### src/mex_pkg.sv
// Package for the modular exponentiation block.
// Holds the operand width, the sequencer and operation codes and the
// request and response structs of the shared multiply-reduce unit.
package mex_pkg;

    // Operand width used by the arithmetic; ports stay at the field widths.
    localparam int OPERAND_BITS = 32;
    localparam int FIELD_W      = 32;
    localparam int EXP_W        = 63;
    // Effective modulus width: a zero modulus stands for 2^OPERAND_BITS.
    localparam int M_W          = OPERAND_BITS + 1;
    // Width of the doubled partial remainder plus the addend.
    localparam int T_W          = OPERAND_BITS + 2;
    localparam int CNT_W        = $clog2(OPERAND_BITS);

    typedef enum logic [1:0] {
        ST_IDLE,
        ST_MUL,
        ST_NEXT
    } t_state;

    typedef enum logic [1:0] {
        OP_REDUCE,
        OP_ACC,
        OP_SQR
    } t_op;

    // Request to the multiply-reduce unit: product = a * b mod m, a below m.
    typedef struct packed {
        logic                    start;
        logic [OPERAND_BITS-1:0] a;
        logic [OPERAND_BITS-1:0] b;
        logic [M_W-1:0]          m;
    } t_mul_req;

    typedef struct packed {
        logic                    done;
        logic [OPERAND_BITS-1:0] product;
    } t_mul_rsp;

endpackage

### src/mex_mulmod.sv
// Shift-add modular multiplier for the modular exponentiation block.
// Takes one multiplier bit per cycle, most significant first; uses mex_pkg.
module mex_mulmod (
    input  logic               i_clk,
    input  logic               i_rst_n,
    input  mex_pkg::t_mul_req  i_req,
    output mex_pkg::t_mul_rsp  o_rsp
);

    logic                             r_run;
    logic                             r_done;
    logic [mex_pkg::CNT_W-1:0]        r_cnt;
    logic [mex_pkg::OPERAND_BITS-1:0] r_a;
    logic [mex_pkg::OPERAND_BITS-1:0] r_b;
    logic [mex_pkg::M_W-1:0]          r_m;
    logic [mex_pkg::OPERAND_BITS-1:0] r_r;
    logic [mex_pkg::OPERAND_BITS-1:0] n_r;

    logic [mex_pkg::OPERAND_BITS-1:0] w_addend;
    logic [mex_pkg::T_W-1:0]          w_sum;
    logic [mex_pkg::T_W-1:0]          w_m1;
    logic [mex_pkg::T_W-1:0]          w_m2;
    logic [mex_pkg::T_W-1:0]          w_sel;

    // One step: double the remainder, add a if the bit is set, then bring
    // the sum (below three times m) back under m.
    always_comb begin
        w_addend = r_b[mex_pkg::OPERAND_BITS-1] ? r_a : '0;
        w_sum    = mex_pkg::T_W'({r_r, 1'b0}) + mex_pkg::T_W'(w_addend);
        w_m1     = mex_pkg::T_W'(r_m);
        w_m2     = {r_m, 1'b0};
        priority if (w_sum >= w_m2) begin
            w_sel = w_sum - w_m2;
        end else if (w_sum >= w_m1) begin
            w_sel = w_sum - w_m1;
        end else begin
            w_sel = w_sum;
        end
        n_r = w_sel[mex_pkg::OPERAND_BITS-1:0];
    end

    // Control: run for one cycle per multiplier bit, then pulse done.
    always_ff @(posedge i_clk) begin
        if (!i_rst_n) begin
            r_run  <= 1'b0;
            r_done <= 1'b0;
        end else begin
            r_done <= r_run && (r_cnt == '0);
            if (i_req.start) begin
                r_run <= 1'b1;
            end else if (r_run && (r_cnt == '0)) begin
                r_run <= 1'b0;
            end
        end
    end

    // Operands and partial remainder.
    always_ff @(posedge i_clk) begin
        if (i_req.start) begin
            r_a   <= i_req.a;
            r_b   <= i_req.b;
            r_m   <= i_req.m;
            r_r   <= '0;
            r_cnt <= mex_pkg::CNT_W'(mex_pkg::OPERAND_BITS - 1);
        end else if (r_run) begin
            r_r   <= n_r;
            r_b   <= {r_b[mex_pkg::OPERAND_BITS-2:0], 1'b0};
            r_cnt <= r_cnt - 1'b1;
        end
    end

    assign o_rsp.done    = r_done;
    assign o_rsp.product = r_r;

endmodule

### src/modular_exponentiation.sv
// Modular exponentiation, right-to-left square-and-multiply.
// A request runs a base reduction and then one modular multiplication
// per set exponent bit and one squaring per bit below the top set bit;
// worst case 126 passes through the unit, the reduction alone for a zero exponent.
// The shift-add multiply-reduce unit takes one multiplier bit a cycle;
// busy is high for the whole request. Synchronous reset idles the block.
module modular_exponentiation (
    input  logic        i_clk,
    input  logic        i_rst_n,
    input  logic        start,
    output logic        busy,
    input  logic [31:0] i_base,
    input  logic [62:0] i_exponent,
    input  logic [31:0] i_modulus,
    output logic        o_valid,
    output logic [31:0] o_power_result
);

    mex_pkg::t_state                  r_state;
    mex_pkg::t_state                  n_state;
    mex_pkg::t_op                     r_op;
    logic [mex_pkg::OPERAND_BITS-1:0] r_power;
    logic [mex_pkg::OPERAND_BITS-1:0] r_acc;
    logic [mex_pkg::EXP_W-1:0]        r_expo;
    logic [mex_pkg::M_W-1:0]          r_m;
    logic                             r_valid;

    logic [mex_pkg::OPERAND_BITS-1:0] w_base;
    logic [mex_pkg::OPERAND_BITS-1:0] w_mod_low;
    logic [mex_pkg::M_W-1:0]          w_m_in;
    logic [mex_pkg::OPERAND_BITS-1:0] w_one_mod;
    mex_pkg::t_mul_req                w_req;
    mex_pkg::t_mul_rsp                w_rsp;

    // Operand preparation; a zero modulus becomes 2^OPERAND_BITS.
    always_comb begin
        w_base    = i_base[mex_pkg::OPERAND_BITS-1:0];
        w_mod_low = i_modulus[mex_pkg::OPERAND_BITS-1:0];
        w_m_in    = {(w_mod_low == '0), w_mod_low};
        w_one_mod = mex_pkg::OPERAND_BITS'(w_m_in != mex_pkg::M_W'(1));
    end

    // Next state of the sequencer.
    always_comb begin
        n_state = r_state;
        unique case (r_state)
            mex_pkg::ST_IDLE: begin
                if (start) n_state = mex_pkg::ST_MUL;
            end
            mex_pkg::ST_MUL: begin
                if (w_rsp.done) n_state = mex_pkg::ST_NEXT;
            end
            mex_pkg::ST_NEXT: begin
                n_state = (r_expo == '0) ? mex_pkg::ST_IDLE : mex_pkg::ST_MUL;
            end
            default: n_state = mex_pkg::ST_IDLE;
        endcase
    end

    // Requests to the multiply-reduce unit.
    always_comb begin
        w_req.start = 1'b0;
        w_req.a     = r_power;
        w_req.b     = r_power;
        w_req.m     = r_m;
        unique case (r_state)
            mex_pkg::ST_IDLE: begin
                // Reduce the base first: base * (1 mod m).
                w_req.start = start;
                w_req.a     = w_one_mod;
                w_req.b     = w_base;
                w_req.m     = w_m_in;
            end
            mex_pkg::ST_NEXT: begin
                w_req.start = (r_expo != '0);
                w_req.b     = r_expo[0] ? r_acc : r_power;
            end
            default: begin
                w_req.start = 1'b0;
            end
        endcase
    end

    mex_mulmod u_mulmod (
        .i_clk   (i_clk),
        .i_rst_n (i_rst_n),
        .i_req   (w_req),
        .o_rsp   (w_rsp)
    );

    // Control registers.
    always_ff @(posedge i_clk) begin
        if (!i_rst_n) begin
            r_state <= mex_pkg::ST_IDLE;
            r_valid <= 1'b0;
        end else begin
            r_state <= n_state;
            r_valid <= (r_state == mex_pkg::ST_NEXT) && (r_expo == '0);
        end
    end

    // Running values. A multiply clears the current exponent bit so the
    // squaring follows; a squaring shifts the exponent down.
    always_ff @(posedge i_clk) begin
        if ((r_state == mex_pkg::ST_IDLE) && start) begin
            r_expo <= i_exponent;
            r_m    <= w_m_in;
            r_acc  <= mex_pkg::OPERAND_BITS'(1);
            r_op   <= mex_pkg::OP_REDUCE;
        end else if ((r_state == mex_pkg::ST_MUL) && w_rsp.done) begin
            unique case (r_op)
                mex_pkg::OP_ACC: begin
                    r_acc     <= w_rsp.product;
                    r_expo[0] <= 1'b0;
                end
                mex_pkg::OP_SQR: begin
                    r_power <= w_rsp.product;
                    r_expo  <= r_expo >> 1;
                end
                default: begin
                    r_power <= w_rsp.product;
                end
            endcase
        end else if ((r_state == mex_pkg::ST_NEXT) && (r_expo != '0)) begin
            r_op <= r_expo[0] ? mex_pkg::OP_ACC : mex_pkg::OP_SQR;
        end
    end

    assign busy           = (r_state != mex_pkg::ST_IDLE);
    assign o_valid        = r_valid;
    assign o_power_result = mex_pkg::FIELD_W'(r_acc);

    // The result strobe only appears once the sequencer is idle again.
    a_valid_idle: assert property (@(posedge i_clk) disable iff (!i_rst_n)
        o_valid |-> !busy)
        else $error("result strobe while busy");

    // An accepted request makes the block busy.
    a_accept_busy: assert property (@(posedge i_clk) disable iff (!i_rst_n)
        (start && !busy) |=> busy)
        else $error("request accepted but block not busy");

    // The unit only finishes while the sequencer waits for it.
    a_done_in_mul: assert property (@(posedge i_clk) disable iff (!i_rst_n)
        w_rsp.done |-> (r_state == mex_pkg::ST_MUL))
        else $error("multiply finished outside the wait state");

    // Each product is fully reduced.
    a_product_range: assert property (@(posedge i_clk) disable iff (!i_rst_n)
        ((r_state == mex_pkg::ST_MUL) && w_rsp.done)
            |-> (mex_pkg::M_W'(w_rsp.product) < r_m))
        else $error("product not below modulus");

    // The strobe lasts exactly one cycle.
    a_valid_pulse: assert property (@(posedge i_clk) disable iff (!i_rst_n)
        o_valid |=> !o_valid)
        else $error("result strobe longer than one cycle");

endmodule

### config.mk
export PLATFORM = sky130hd
export DESIGN_NAME = modular_exponentiation
export DESIGN_NICKNAME = d
export VERILOG_FILES = /design/src/mex_pkg.sv /design/src/mex_mulmod.sv /design/src/modular_exponentiation.sv
export SDC_FILE = /design/constraint.sdc
export NUM_CORES = 1
export LEC_CHECK = 0
export ABC_AREA = 1
export BUFFER_PORTS_ARGS = -buffer_cell sky130_fd_sc_hd__buf_2
export CAP_MARGIN = 20
export CORE_ASPECT_RATIO = 1.2
export CORE_MARGIN = 2
export CORE_UTILIZATION = 40
export CTS_CLUSTER_DIAMETER = 60
export DETAILED_ROUTE_END_ITERATION = 8
export PLACE_DENSITY = 0.69
export SYNTH_ARGS = -nofsm -noshare
export SYNTH_HDL_FRONTEND = slang
export SYNTH_SLANG_ARGS = --single-unit
### constraint.sdc
create_clock -name i_clk -period 5.7 [get_ports i_clk]
set_clock_uncertainty 0.1 [all_clocks]
set_input_delay 0.855 -clock i_clk [delete_from_list [all_inputs] [get_ports i_clk]]
set_output_delay 0.855 -clock i_clk [all_outputs]
set_load 0.05 [all_outputs]
==> results of run 1 <==
cells by family after synthesis:
| group | after synthesis | share of synthesized area, % |
|---|---|---|
| buffers and inverters | 460 | 9.075 |
| AND/OR/NAND/NOR | 1323 | 27.68 |
| flip-flops | 301 | 42.16 |
| XOR/XNOR | 54 | 2.409 |
| AO/OA/AOI/OAI | 428 | 12.12 |
| adder cells (fa/ha/maj) | 101 | 6.552 |
registers in the layout, indices dropped and copies added (netlist names):
register         flops
u_mulmod.r_r        32
u_mulmod.r_run       1
r_m                 33
o_power_result      32
u_mulmod.r_a        32
u_mulmod.r_m        33
r_state              2
r_op                 2
r_power             32
u_mulmod.r_done      1
u_mulmod.r_cnt       5
o_valid              1
u_mulmod.r_b        32
r_expo              63
how the worst min path moves through the flow:
stage,start,to,slack [ns],cells after the start
floorplan,u_mulmod.r_cnt[4]$_SDFFE_PP1P_,u_mulmod.r_cnt[4]$_SDFFE_PP1P_,0.34,2
global placement,u_mulmod.r_cnt[4]$_SDFFE_PP1P_,u_mulmod.r_cnt[4]$_SDFFE_PP1P_,0.35,2
detailed placement,u_mulmod.r_cnt[4]$_SDFFE_PP1P_,u_mulmod.r_cnt[4]$_SDFFE_PP1P_,0.37,2
CTS,i_modulus[10],r_m[10]$_DFFE_PP_,0.36,1
global route,i_modulus[27],r_m[27]$_DFFE_PP_,0.37,1
finish,u_mulmod.r_cnt[4]$_SDFFE_PP1P_,u_mulmod.r_cnt[4]$_SDFFE_PP1P_,0.38,2
worst register-to-register path: cells and delay by family, from the launching register on:
kind,cells,cell delay (ns)
AO/OA/AOI/OAI,1,0.11
XOR/XNOR,1,0.39
adder cells (fa/ha/maj),2,0.78
buffers and inverters,4,0.57
flip-flops,1,0.52
AND/OR/NAND/NOR,19,2.78
layout make-up:
type                            instances  share of cell area, %
Clock buffer                           49                  4.500
Clock inverter                         17                 0.8156
Sequential cell                       301                  37.21
Tap cell                              630                  3.544
Multi-Input combinational cell       1906                  43.15
Timing Repair Buffer                  179                  4.297
Inverter                              383                  6.480
layer usage:
layer | up-vias | track usage [%] | routed length [um]
li1 | 8954 | - | -
met1 | 8214 | 30.54 | 25880
met2 | 552 | 37.10 | 27160
met3 | 101 | 2.491 | 3214
met4 | 0 | 7.941 | 1984
met5 | - | 0 | 0
power groups by stage:
stage | clock, mW | sequential, mW | combinational, mW
after floorplan | 0 | 2.73 | 3.21
after global placement | 0 | 2.81 | 4.37
after detailed placement | 0 | 2.82 | 4.33
after CTS | 2.35 | 2.77 | 4.36
after global routing | 2.43 | 2.79 | 4.91
final | 2.30 | 2.77 | 4.45
timing repair:
| action | 4_1_cts | 5_1_grt |
|---|---|---|
| endpoints found under the setup margin | 0 | 30 |
| gates resized for setup | 0 | 1 |
| hold buffers | 0 | 0 |
stage by stage:
stage          setup WS [ns]  hold slack, ns  instances  power (mW)
6_report              0.3793          0.3758       3465       9.518
4_1_cts               0.2820          0.3595       3464       9.483
5_1_grt              0.01515          0.3745       3465       10.13
3_5_place_dp          0.3154          0.3657       3398       7.151
3_3_place_gp          0.2796          0.3504       3398       7.176
2_1_floorplan          1.776          0.3350       2667       5.941
cells in the final DEF (no fill, tap or decap), drive strengths merged, types with 16 or more instances in the layout:
| cell | n |
|---|---|
| nor2 | 298 |
| edfxtp | 225 |
| buf | 179 |
| nand2 | 828 |
| nand3 | 117 |
| a22oi | 29 |
| inv | 385 |
| xor2 | 40 |
| clkbuf | 49 |
| o21ai | 168 |
| nand4 | 26 |
| a21oi | 177 |
| o21bai | 16 |
| ha | 98 |
| dfxtp | 76 |
==> results.md, run 1 <==
* Yosys warns at 0
* Levels on crit path at 27
* Max-Cap Viols at 0
* Filler Cell Count at between 4000 and 5000
* Synth Cell Area at slightly below 0.02 sq mm
* Die Area at a little over 0.05 sq mm
* Worst VDD drop at 0.0002369 V
* Nets at a little over 3000
* Top FF cell, synth: edfxtp_1
* Design Area, Final at around 0.022 sq mm
* Clock power frac at around a quarter
* CTS tree: done
* Multi-input logic area at between 0.009 and 0.01 sq mm
* Largest net degree at the start of global routing at approximately 100
* IO Count at about 160
* Final setup fails at 0
* Lkg Pwr at ~11 nW
* Sw power at around 4.1 mW
* Ys async rst share at 0%
* Register area at approximately 0.0083 sq mm
* Mapped Cells at between 2000 and 3000
* CP required at 6.09 ns
* Worst-path fanout max at 46
* Initial antenna violation count at 0
* Run status: completed
* Maximum clock path buffer count at 3
* Initial Utilization at ~41%
* Root Buffer Master: clkbuf_16
* Number of CTS-inserted buffers at 36
* Count leader, synth: nand2_1
* DP Area at ~0.021 sq mm
* Initial DRC count at 1361
* Post-synth cell types at 52
* Drc violations at 0
* Reg power frac at approximately 29%
* GR Overflow Total at 0
* Critical path endpoint category: flip-flop
* Detailed-route wire length at around 58000 um
* Global-route wire length before repair at 88820 um
* Type of the most critical hold path: reg2reg
* RSZ-0062 raised after global routing: no
* Detail Route Antenna Nets at 0
* Wire per inst at around 17 um
* Yosys top cell area share at around 34%
* Fin. Hold Viols at 0
* Chip Width at approximately 210 um
* Sw Ratio at between 40% and 50%
* GPL Wtd Cong at 0.9448
* Crit Path Class: reg2reg
* Clk_lat worst skew at 0.56 ns
* DP HPWL at between 40000 and 50000 um
* Worst EP arrival at between 5 and 6 ns
* Worst R2R Setup Slack at 0.38 ns
* Final core utilization at between 40 and 50%
* Slew headroom at 31.12%
* Reg2reg start: u_mulmod.r_b[31]$_DFFE_PP_
* Register bit count reported by yosys at 301
* Area growth syn-to-layout at 13.30%
* CTS sink count at 301
* Port buffer count at about 160
* Max stage delay cell, worst path: edfxtp_1
* All-Layer GR Usage at between 20 and 25%
* Cell row count at a little under 90
* Internal power at 5.368 mW
* Diode count at 0
* Worst setup endpoint: u_mulmod.r_r[30]$_SDFFE_PP0P_
* Worst path bufs/invs at 4
* Drt pass-1 iters at 6
* Vias in the first global route at 16611
* Post-synth EDFFs at 225
* CP delay by family, top: simple AND/OR/NAND/NOR gates
* Vias at between 15000 and 20000
* Mean number of vias per cell at 5.143
* Crit path from: u_mulmod.r_b[31]$_DFFE_PP_
* RR Endpoint: u_mulmod.r_r[30]$_SDFFE_PP0P_
* Slew @ Worst Pin at between 1 and 1.5 ns
* Minimum clock period at roughly 5.3 ns
* Mean Syn Cell Area at roughly 7.4 sq um
* Fraction of layout cells with a size suffix above 1 at approximately a tenth
* Synthesized net count at ~2900
* Core Region at 0.04834 sq mm
* Crit path launch type: flip-flop
* Tcrit/Tclk final at between 90% and 100%
* Comb pwr share at between 40% and 50%
* Max-slew violation count at 0
* CTS clk-pin slew, worst paths at 0.06 ns
* Post-synth top area cell: edfxtp_1
* CP most frequent cell: nand2_1
* Highest Clock Rate at between 150 and 200 MHz
* Commonest cells post-synth: 808 x nand2_1, 374 x inv_1, 289 x nor2_1
* Peak per-stage delay on the critical path at 0.52 ns
* Post-CTS Setup Bufs at 0
* Setup_tns at 0 ns
* Sequential area share after synthesis at between 40% and 50%
* R2R depth at 27
* H-tree levels at 2
* Die Height at 246.7 um
* Pwr Density at around 430 mW/mm^2
* Synth top area cells: edfxtp_1 34%, nand2_1 15%, dfxtp_1 7.7%, inv_1 7.2%, ha_1 6.2%
Power figures use the tool's default switching activity.
==> run 2, diff against run 1 <==
SYNTH_HIERARCHICAL = 1   (was unset)
==> run 2 against run 1 <==
  * Clock-buffer cell count is the same
  * Sequential cell count is the same
  * Critical path depth is the same
  * Fmax grew 2.1%
  * Cell count grew 2.3%
  * Register-to-register slack gained 0.11 ns
  * Die area grew 4.1%
  * Worst hold slack gained 0.0046 ns
  * Clock power grew 7%
==> results.md, run 2 <==
* Sequential area share after synthesis at approximately two fifths
* Max stage delay cell, worst path: nand2_2
* RR Endpoint: u_mulmod/r_r[26]$_SDFFE_PP0P_
* Top flop regs: r_expo (63), r_m (33), u_mulmod/r_m (33)
* Cell row count at 90
* DP Area at around 0.022 sq mm
* Final hold slack at roughly 0.38 ns
* Detail Route Antenna Nets at 0
* GR Overflow Total at 0
* Commonest non-fill, non-tap cells in the layout: 862 x nand2_1, 339 x inv_1, 301 x nor2_1, 225 x edfxtp_1, 163 x buf_2
* Chip Width at 210.4 um
* Area growth syn-to-layout at 12.38%
* Port buffer count at approximately 160
* Fin. Hold Viols at 0
* R2R depth at 27
* Synthesized net count at 2970
* GR Layer Usage met1 at a little under a third
* Post-CTS Setup Bufs at 0
* Initial antenna violation count at 0
* Nets at a little over 3000
* Final setup fails at 0
* Setup_tns at 0 ns
* CP delay by family, top: simple AND/OR/NAND/NOR gates
* Number of CTS-inserted buffers at 37
* Most Crowded Layer GR: met2
* Initial Utilization at 40.55%
* Pwr Density at 426.5 mW/mm^2
* All-Layer GR Usage at between 20 and 25%
* Minimum clock period at approximately 5.2 ns
* Vias at 18143
* CP required at roughly 6 ns
* CTS tree: done
* Register bit count reported by yosys at around 300
* Post-synth EDFFs at 225
* Worst EP arrival at between 5 and 6 ns
* Levels on crit path at 27
* Max FFs per register at 63
* Wire per inst at 17.00 um
* Synth Cell Area at around 0.020 sq mm
* Mean number of vias per cell at just over 5
* Yosys warns at 6
* Worst path bufs/invs at 6
* Final cell count without fillers at 3544
* Mean Syn Cell Area at approximately 7.5 sq um
* Setup WS pre-CTS at between 0.6 and 0.7 ns
* Yosys top cell area share at between 30% and 40%
* Die Height at 251.7 um
* Met3 Use GR at around 2.8%
* Highest Clock Rate at 191.8 MHz
* Type of the most critical hold path: reg2reg
* Crit path from: u_mulmod/r_b[31]$_DFFE_PP_
* Design Area, Final at ~0.023 sq mm
* Post-synth cell types at 52
* Reg2reg start: u_mulmod/r_b[31]$_DFFE_PP_
* Drt pass-1 iters at 5
* Peak per-stage delay on the critical path at roughly 0.47 ns
* Filler Cell Count at approximately 5100
* RSZ-0062 raised after global routing: no
* CTS sink count at about 300
* Top FF cell, synth: edfxtp_1
* Reg power frac at ~28%
* Fraction of layout cells with a size suffix above 1 at between 10% and 20%
* Slew headroom at about 27%
* Max-slew violation count at 0
* Final setup margin at 0.4866 ns
* Clock power frac at 25.2%
* Clk_lat worst skew at about 0.56 ns
* Multi-input logic area at between 0.01 and 0.015 sq mm
* Register area at between 0.008 and 0.009 sq mm
* Detailed-route wire length at 60260 um
* GPL Wtd Cong at ~1.0
* Worst R2R Setup Slack at between 0.4 and 0.5 ns
* Worst-path fanout max at 33
* Sw Ratio at between 40% and 50%
* Slew @ Worst Pin at between 1 and 1.5 ns
* Root Buffer Master: clkbuf_16
* Comb pwr share at 46.6%
* IO Count at approximately 160
* Die Area at 0.05297 sq mm
* Max-Cap Viols at 0
* Commonest cells post-synth: 863 x nand2_1, 340 x inv_1, 302 x nor2_1
* Critical path endpoint category: flip-flop
* Commonest non-fill, non-tap cell in the layout: nand2_1
* Global-route wire length before repair at about 95000 um
* Core Region at 0.05045 sq mm
* Mapped Cells at roughly 2700
* GR Layer Usage met2 at a little under two fifths
* H-tree levels at 2
* Maximum clock path buffer count at 3
* Post-Place Cells at approximately 3500
* Post-cts gate resize count at 0
* Sw power at 4.226 mW
* Initial DRC count at roughly 1900
* Worst VDD drop at approximately 0.00023 V
* Synth top area cells: edfxtp_1 33%, nand2_1 16%, dfxtp_1 7.4%, inv_1 6.2%, ha_1 6.1%
* Run status: completed
* Crit Path Class: reg2reg
* Vias in the first global route at ~17000
* Worst setup endpoint: u_mulmod/r_r[26]$_SDFFE_PP0P_
* Lkg Pwr at about 11 nW
* Internal power at roughly 5.6 mW
* Ys async rst share at 0%
* Tcrit/Tclk final at between 90% and 100%
* CTS clk-pin slew, worst paths at approximately 0.06 ns
* DP HPWL at 46790 um
* Diode count at 0
* Biggest register: r_expo
* Largest net degree at the start of global routing at slightly below 100
* Post-synth top area cell: edfxtp_1
* # hold bufs at CTS at 0
* Drc violations at 0
* Crit path launch type: flip-flop
* Count leader, synth: nand2_1
* CP most frequent cell: nand2_1
==> run 2: changes by cell type in the layout (fill, tap and decap cells not counted), moves of 13 or more <==
cell,delta
nand2_1,+55
a21oi_1,-45
o21ai_1,+45
nand3_2,+41
inv_1,-34
a21oi_2,+19
o21ai_0,-18
nand3_1,-16
nor2_1,+15
o211ai_1,-13
==> run 2: worst reg2reg max path, cell delays in order, from the launching register on <==
cell	delay [ns]
edfxtp_1	0.35
buf_4	0.24
nand2_1	0.09
inv_1	0.04
ha_1	0.37
nand2_1	0.12
nor2_1	0.27
inv_1	0.14
nor3_1	0.33
nand4_1	0.27
nand3_1	0.16
nand2_1	0.05
nand2_1	0.14
inv_1	0.12
ha_1	0.39
nand2_1	0.16
nor2_1	0.14
nand2_1	0.08
nor2_1	0.24
nand3_1	0.11
nand3_1	0.17
inv_1	0.07
nand2_2	0.47
nor2_1	0.16
nand2_1	0.10
nand3_1	0.08
nand2_1	0.07
inv_1	0.04
==> run 2: metal layers <==
metal,share of wire (%),routed length [um]
met5,0,0
met3,5.8,3515
met4,3.0,1813
met2,46,27970
met1,45,26960
==> run 2: worst min-delay path by stage <==
stage	start	depth (start not counted)	end
global placement	u_mulmod/r_cnt[3]$_SDFFE_PP1P_	1	u_mulmod/r_cnt[3]$_SDFFE_PP1P_
CTS	i_modulus[12]	1	r_m[12]$_DFFE_PP_
floorplan	u_mulmod/r_cnt[3]$_SDFFE_PP1P_	1	u_mulmod/r_cnt[3]$_SDFFE_PP1P_
finish	u_mulmod/r_cnt[3]$_SDFFE_PP1P_	1	u_mulmod/r_cnt[3]$_SDFFE_PP1P_
global route	i_modulus[12]	1	r_m[12]$_DFFE_PP_
detailed placement	u_mulmod/r_cnt[3]$_SDFFE_PP1P_	1	u_mulmod/r_cnt[3]$_SDFFE_PP1P_
==> run 2: metrics by stage <==
step / total power, mW / util, %
after floorplan: 6.025 / -
after global placement: 7.256 / 42.99
after detailed placement: 7.243 / 42.99
after CTS: 9.741 / 45.51
after global routing: 10.44 / 45.57
final: 9.804 / 45.57
==> run 2: logic make-up (layout without fill, tap and decap cells) <==
group | count (synthesis) | count (layout) | share of synthesized area [%]
AO/OA/AOI/OAI | 413 | 413 | 11.40
XOR/XNOR | 53 | 53 | 2.269
adder cells (fa/ha/maj) | 102 | 102 | 6.349
buffers and inverters | 441 | 603 | 9.243
flip-flops | 301 | 301 | 40.47
AND/OR/NAND/NOR | 1428 | 1428 | 30.27
==> run 2: area by class of cell <==
cell class                 instances  area share, %
clock buffer                      49          4.420
clock inverter                    17          1.116
inverter                         353          5.802
multi-input combinational       1996          44.82
sequential                       301          36.01
tap                              644          3.505
timing repair buffer             184          4.322
==> run 2: power groups by stage <==
stage,registers [mW],logic (mW),clock network (mW)
global placement,2.80,4.46,0
detailed placement,2.80,4.44,0
CTS,2.76,4.46,2.52
global route,2.79,5.05,2.61
floorplan,2.73,3.30,0
finish,2.77,4.57,2.47
